$ cat config.mk
export PLATFORM = sky130hd
export DESIGN_NAME = pqip_ctrl
export DESIGN_NICKNAME = d
export VERILOG_FILES = /design/src/design/pqip_pkg.sv /design/src/design/pqip_ctrl.sv
export SDC_FILE = /design/constraint.sdc
export NUM_CORES = 1
export LEC_CHECK = 0
export BUFFER_PORTS_ARGS = -buffer_cell sky130_fd_sc_hd__buf_4
export CAP_MARGIN = 5
export CORE_AREA = 2 2 39 41
export DETAILED_ROUTE_END_ITERATION = 16
export DIE_AREA = 0 0 41 43
export PLACE_DENSITY_LB_ADDON = 0.08
export SYNTH_ARGS = -nofsm -noshare
export SYNTH_HDL_FRONTEND = slang
export SYNTH_SLANG_ARGS = --single-unit
$ cat constraint.sdc
create_clock -name aclk -period 2.7 [get_ports aclk]
set_input_delay 0.405 -clock aclk [delete_from_list [all_inputs] [get_ports aclk]]
set_output_delay 0.405 -clock aclk [all_outputs]
set_load 0.01 [all_outputs]
$ cat src/design/pqip_pkg.sv
// ----------------------------------------------------------------------------
// pqip_pkg: shared types and constants for the polar-quantized inner product
// Field widths, stream packing positions, request codes and the
// controller/datapath command and status structs.
// ----------------------------------------------------------------------------
package pqip_pkg;

    // Cosine table geometry
    localparam int TABLE_DEPTH = 256;
    localparam int TBL_AW      = (TABLE_DEPTH > 1) ? $clog2(TABLE_DEPTH) : 1;

    // Field widths
    localparam int ANG_W  = 8;
    localparam int RAD_W  = 16;
    localparam int COS_W  = 16;
    localparam int PROD_W = 2 * RAD_W;
    localparam int TERM_W = PROD_W + 1 + COS_W;
    localparam int ACC_W  = 64;

    // Table bound, one bit wider than an angle code so the full depth fits
    localparam logic [ANG_W:0] DEPTH_LIM = (ANG_W + 1)'(TABLE_DEPTH);

    // Input tdata packing, lowest bit first
    localparam int IDX_LSB  = 0;
    localparam int VAL_LSB  = IDX_LSB + ANG_W;
    localparam int LRAD_LSB = VAL_LSB + COS_W;
    localparam int LANG_LSB = LRAD_LSB + RAD_W;
    localparam int RRAD_LSB = LANG_LSB + ANG_W;
    localparam int RANG_LSB = RRAD_LSB + RAD_W;
    localparam int S_DATA_W = RANG_LSB + ANG_W;

    // Request kinds carried on s_tuser
    localparam logic CMD_TBL_WR = 1'b0;
    localparam logic CMD_PAIR   = 1'b1;

    // Reset value of the angle mask register
    localparam logic [ANG_W-1:0] MASK_RESET = '1;

    // Controller to datapath commands
    typedef struct packed {
        logic tbl_wr;   // write table entry from the input request
        logic capture;  // latch a pair and read its cosine
        logic mul;      // form the radius product
        logic term;     // form the signed term
        logic acc;      // saturating add into the accumulator
        logic emit;     // move the sum to the output register and clear
    } ctrl_cmd_t;

    // Datapath to controller status
    typedef struct packed {
        logic last;     // captured pair closes the vector
    } dp_stat_t;

endpackage

$ cat src/design/pqip_ctrl.sv
// ----------------------------------------------------------------------------
// pqip_ctrl: request sequencer
// Accepts requests, steps a pair through multiply, term and accumulate,
// and owns the output valid flag.
// ----------------------------------------------------------------------------
module pqip_ctrl (
    input  logic                  aclk,
    input  logic                  aresetn,
    input  logic                  s_tvalid,
    output logic                  s_tready,
    input  logic                  s_tuser,
    output logic                  m_tvalid,
    input  logic                  m_tready,
    output pqip_pkg::ctrl_cmd_t   cmd,
    input  pqip_pkg::dp_stat_t    stat
);

    typedef enum logic [4:0] {
        S_IDLE = 5'b00001,
        S_MUL  = 5'b00010,
        S_TERM = 5'b00100,
        S_ACC  = 5'b01000,
        S_EMIT = 5'b10000
    } state_t;

    state_t state_reg, state_next;
    logic   out_valid_reg, out_valid_next;
    logic   accept;
    logic   out_free;

    assign s_tready = (state_reg == S_IDLE);
    assign accept   = s_tvalid && s_tready;
    assign m_tvalid = out_valid_reg;
    assign out_free = !out_valid_reg || m_tready;

    // Decode commands and next state
    always_comb begin
        state_next  = state_reg;
        cmd         = '0;
        case (state_reg)
            S_IDLE: begin
                if (accept) begin
                    if (s_tuser == pqip_pkg::CMD_PAIR) begin
                        cmd.capture = 1'b1;
                        state_next  = S_MUL;
                    end else begin
                        cmd.tbl_wr = 1'b1;
                    end
                end
            end
            S_MUL: begin
                cmd.mul    = 1'b1;
                state_next = S_TERM;
            end
            S_TERM: begin
                cmd.term   = 1'b1;
                state_next = S_ACC;
            end
            S_ACC: begin
                cmd.acc    = 1'b1;
                state_next = stat.last ? S_EMIT : S_IDLE;
            end
            S_EMIT: begin
                // Hold until the output register can take the sum
                if (out_free) begin
                    cmd.emit   = 1'b1;
                    state_next = S_IDLE;
                end
            end
            default: begin
                state_next = S_IDLE;
            end
        endcase
    end

    // Output valid: set on emit, drop once taken
    always_comb begin
        if (cmd.emit) begin
            out_valid_next = 1'b1;
        end else if (m_tready) begin
            out_valid_next = 1'b0;
        end else begin
            out_valid_next = out_valid_reg;
        end
    end

    always_ff @(posedge aclk) begin
        if (!aresetn) begin
            state_reg     <= S_IDLE;
            out_valid_reg <= 1'b0;
        end else begin
            state_reg     <= state_next;
            out_valid_reg <= out_valid_next;
        end
    end

endmodule

* Word level (Yosys, flattened, before mapping) *
Index checks and enable logic that the tools add are counted.
Widths: inputs -> output; s select.

word-level totals
  input bits = 6
  output and inout bits = 8
  bits in registers = 6
  logic and storage cells = 31

cells by class
  equality and inequality tests = 8
  reduce and logical (&&, ||, !) cells = 5
  multiplexer cells = 16

operators by type and width
  kind                number
  $pmux 5 s5          1
  $mux 5              4
  $mux 1              9
  $eq 5x1->1 const B  1
  $eq 5x2->1 const B  1
  $eq 5x3->1 const B  1
  $eq 5x4->1 const B  1
  $eq 5x5->1 const B  1
  $mux 2              2
  $ne 2x1->1 const B  2
  $reduce_and 3->1    1
  $ne 2x2->1 const B  1
  $reduce_bool 2->1   1
  $logic_and 1x1->1   1
  $logic_not 1->1     1
  $logic_or 1x1->1    1

* Depth between registers and ports, before layout *
  depth in word-level cells = 5
  gate-level depth with buffers = 4
  depth with buffers taken out = 3

* Worst setup path before layout *
Ideal clock, no wire load.

  path kind = reg2out
  start point = register state_reg[2]
  end point = output cmd[0] (netlist bit)
  buffers on the path = 1
  stages on the path, launching flop included = 5
  data arrival time = 0.909 ns
  data required time = 2.295 ns
  setup slack = 1.386 ns
  cell sequence = dfxtp_1 nor3_2 nand3b_1 nor2b_1 buf_4

RTL lines
  item                    line             RTL
  from (decl)             pqip_ctrl.sv:26  state_t state_reg, state_next;
  from (signal assigned)  pqip_ctrl.sv:92  state_reg <= state_next;
  to (decl)               pqip_ctrl.sv:14  output pqip_pkg::ctrl_cmd_t cmd,

==> impl_metrics.csv <==
group,metric,value,unit
global_routing,grt_max_degree,8,
place,placed_cells,62,
die,dieArea,1760,um^2
drt,ant_nets,0,
die,dieWidth,41,um
hold_path,whs_path_depth,2,
setup_path,critPathMaxFanout,6,
cts,clk-insertion-delay-late,0.25,ns
die,rows,14,
cells_and_area,final_common_cell,"buf_4",
pwr,seq_power_share,44.6,%
cts,cts_tree,"yes",
yosys,synth_top_flop_cell,"dfxtp_1",
pwr,p_switching,0.0512,mW
global_routing,grt_usage,10.2,%
setup_path,start_kind,"flip-flop",
yosys,synth_edf_count,0,
cts,path_clk_slew,0.05,ns
timing,slew-limit-headroom,83.9,%
cells_and_area,multi_input_area,214,um^2
place,gp_congestion,0.757,
drt,vias,310,
pwr,pwr-share-clk,39.2,%
job,max_cap_violations,0,
cts,htreeDepth,1,
drt,first_pass_iters,1,
timing,setup_ws,1.02,ns
cells_and_area,layout.nets,57,
cells_and_area,drive_above_1_share,49.0,%
die,die_h,43,um
cells_and_area,final_cells,65,
cts,cts.path.max_buffers,2,
yosys,ys_ff_latch,6,
setup_path,worstReg2RegStart,"state_reg[1]",
timing,finalSetupViolCount,0,
timing,hold_viol_final,0,
setup_path,crit_arrival,1.28,ns
pwr,power_density,448,nW/um^2
setup_path,timing.critical_path.buf_inv,1,
cells_and_area,synthToLayoutAreaGrowth,38.4,%
yosys,synth.distinct_cells,26,
die,core_area,1380,um^2
setup_path,ff2ff_path_depth,3,
setup_path,crit_cells,4,
die,io_pins,14,
global_routing,overflow,0,
timing,period_share,62.3,%
cells_and_area,regArea,120,um^2
setup_path,end_kind,"primary output",
drt,drcViolationCount,0,
cells_and_area,final_cell_mix,"buf_4 (13), dfxtp_1 (6), clkbuf_4 (3)",
yosys,netlist.area_leader.share,34.8,%
pwr,ir_drop,0.180,mV
drt,wire_per_inst,11.0,um
cells_and_area,final_area,478,um^2
yosys,yosys-top-cells-area,"dfxtp_1 (35%), and3b_1 (5.1%), and4bb_4 (4.7%)",
timing,fmax,594,MHz
outcome,status,"completed",
timing,period_needed,1.68,ns
setup_path,startpoint,"state_reg[1]",
timing,grt_setup_unrepaired,"no",
cts,numCtsBuffers,3,
place,pre_cts_slack,1.28,ns
setup_path,critPathCapture,"cmd[4]",
timing,worst_pin_slew,0.240,ns
setup_path,worstPathCellList,"nor2_1, and3_4, and3_2, buf_4",
setup_path,cpLargestDelayFamily,"simple AND/OR/NAND/NOR gates",
yosys,yosys_warnings,0,
yosys,async_flop_share,0,%
cts,cts_resized,0,
cts,cts_setup_buffers,0,
yosys,avgSynthCellArea,10.2,um^2
cts,cts_hold_buf,0,
yosys,synth_fp_nets,40,
global_routing,grt_pass1_wl,1.16,mm
timing,fin_tns_setup,0,ns
cts,root_buffer,"clkbuf_4",
setup_path,slowest_delay,0.42,ns
yosys,synth_cells,34,
place,placed_cell_area,455,um^2
setup_path,required,2.30,ns
yosys,yosysSeqAreaShare,34.8,%
timing,clock_skew,0.00510,ns
setup_path,slowest_stage,"dfxtp_1",
cts,cts.sinks,6,
pwr,p_leak,0.224,nW
drt,drt_iter0_drc,0,
timing,whs,0.390,ns
cells_and_area,antenna_cells,0,
setup_path,rrSetupSlack,1.69,ns
cells_and_area,fillers,152,
die,initial_utilization,25.0,%
drt,routed_wl,713,um
yosys,syn_area,345,um^2
drt,drt-vias-per-instance,4.77,
place,numPortBuffers,13,
hold_path,hp-class,"input pin to flip-flop",
pwr,pwr-share-comb,16.2,%
pwr,netSwitchingFraction,23.9,%
global_routing,grt_pass1_vias,292,
setup_path,criticalPathCategory,"flip-flop to primary output",
pwr,finalPower,0.214,mW
global_routing,antenna_found_initial,0,
yosys,synth_top_area_cell,"dfxtp_1",
timing,maxSlewViolCount,0,
pwr,power.internal,0.163,mW
cells_and_area,post-route-util,34.5,%
cells_and_area,largest_reg_flops,5,
setup_path,timing.rr.end,"state_reg[0]",
[worst register-to-register path, stage by stage, from the launching register on]
cell,delay [ns]
dfxtp_1,0.42
nor2_1,0.09
a41o_1,0.23
a21o_1,0.15
[kinds of logic after synthesis]
| group | after synthesis | synth area share (%) |
|---|---|---|
| compound gates | 6 | 12.7 |
| xor+xnor | 1 | 2.54 |
| buf+inv | 2 | 3.26 |
| flops | 6 | 34.8 |
| simple gates | 19 | 46.7 |
[worst min path at each step]
stage,from,endpoint,slack [ns]
floorplan,m_tvalid,m_tvalid,0.51
global placement,m_tvalid,m_tvalid,0.48
detailed placement,m_tvalid,m_tvalid,0.50
CTS,aresetn,state_reg[2],0.39
global route,aresetn,state_reg[2],0.39
finish,aresetn,state_reg[2],0.39
[power by group through the flow]
stage	clock network, mW	registers, mW	logic (mW)
finish	0.0840	0.0956	0.0347
global route	0.0915	0.0960	0.0385
detailed placement	0	0.0972	0.0349
CTS	0.0865	0.0957	0.0353
global placement	0	0.0972	0.0350
floorplan	0	0.0962	0.0194
[layout make-up]
type                       count  share of cell area [%]
multi-input combinational     26                    44.8
sequential                     6                    25.1
timing repair buffer          13                    20.4
clock buffer                   3                    4.71
tap                           16                    4.19
inverter                       1                   0.785
[cells in the mapped netlist, types with 2 or more instances]
cell type / number
and3b_1: 2
dfxtp_1: 6
nor2_1: 2
and2_1: 2
[layer usage]
metal	global-route usage, %	share of wire [%]	up-vias
met1	13.5	44	140
met2	12.8	46	14
met3	3.14	7.3	2
met4	8.00	2.7	0
met5	0	0	-
li1	-	-	154
No activity file was read; power rests on OpenSTA's default activity.
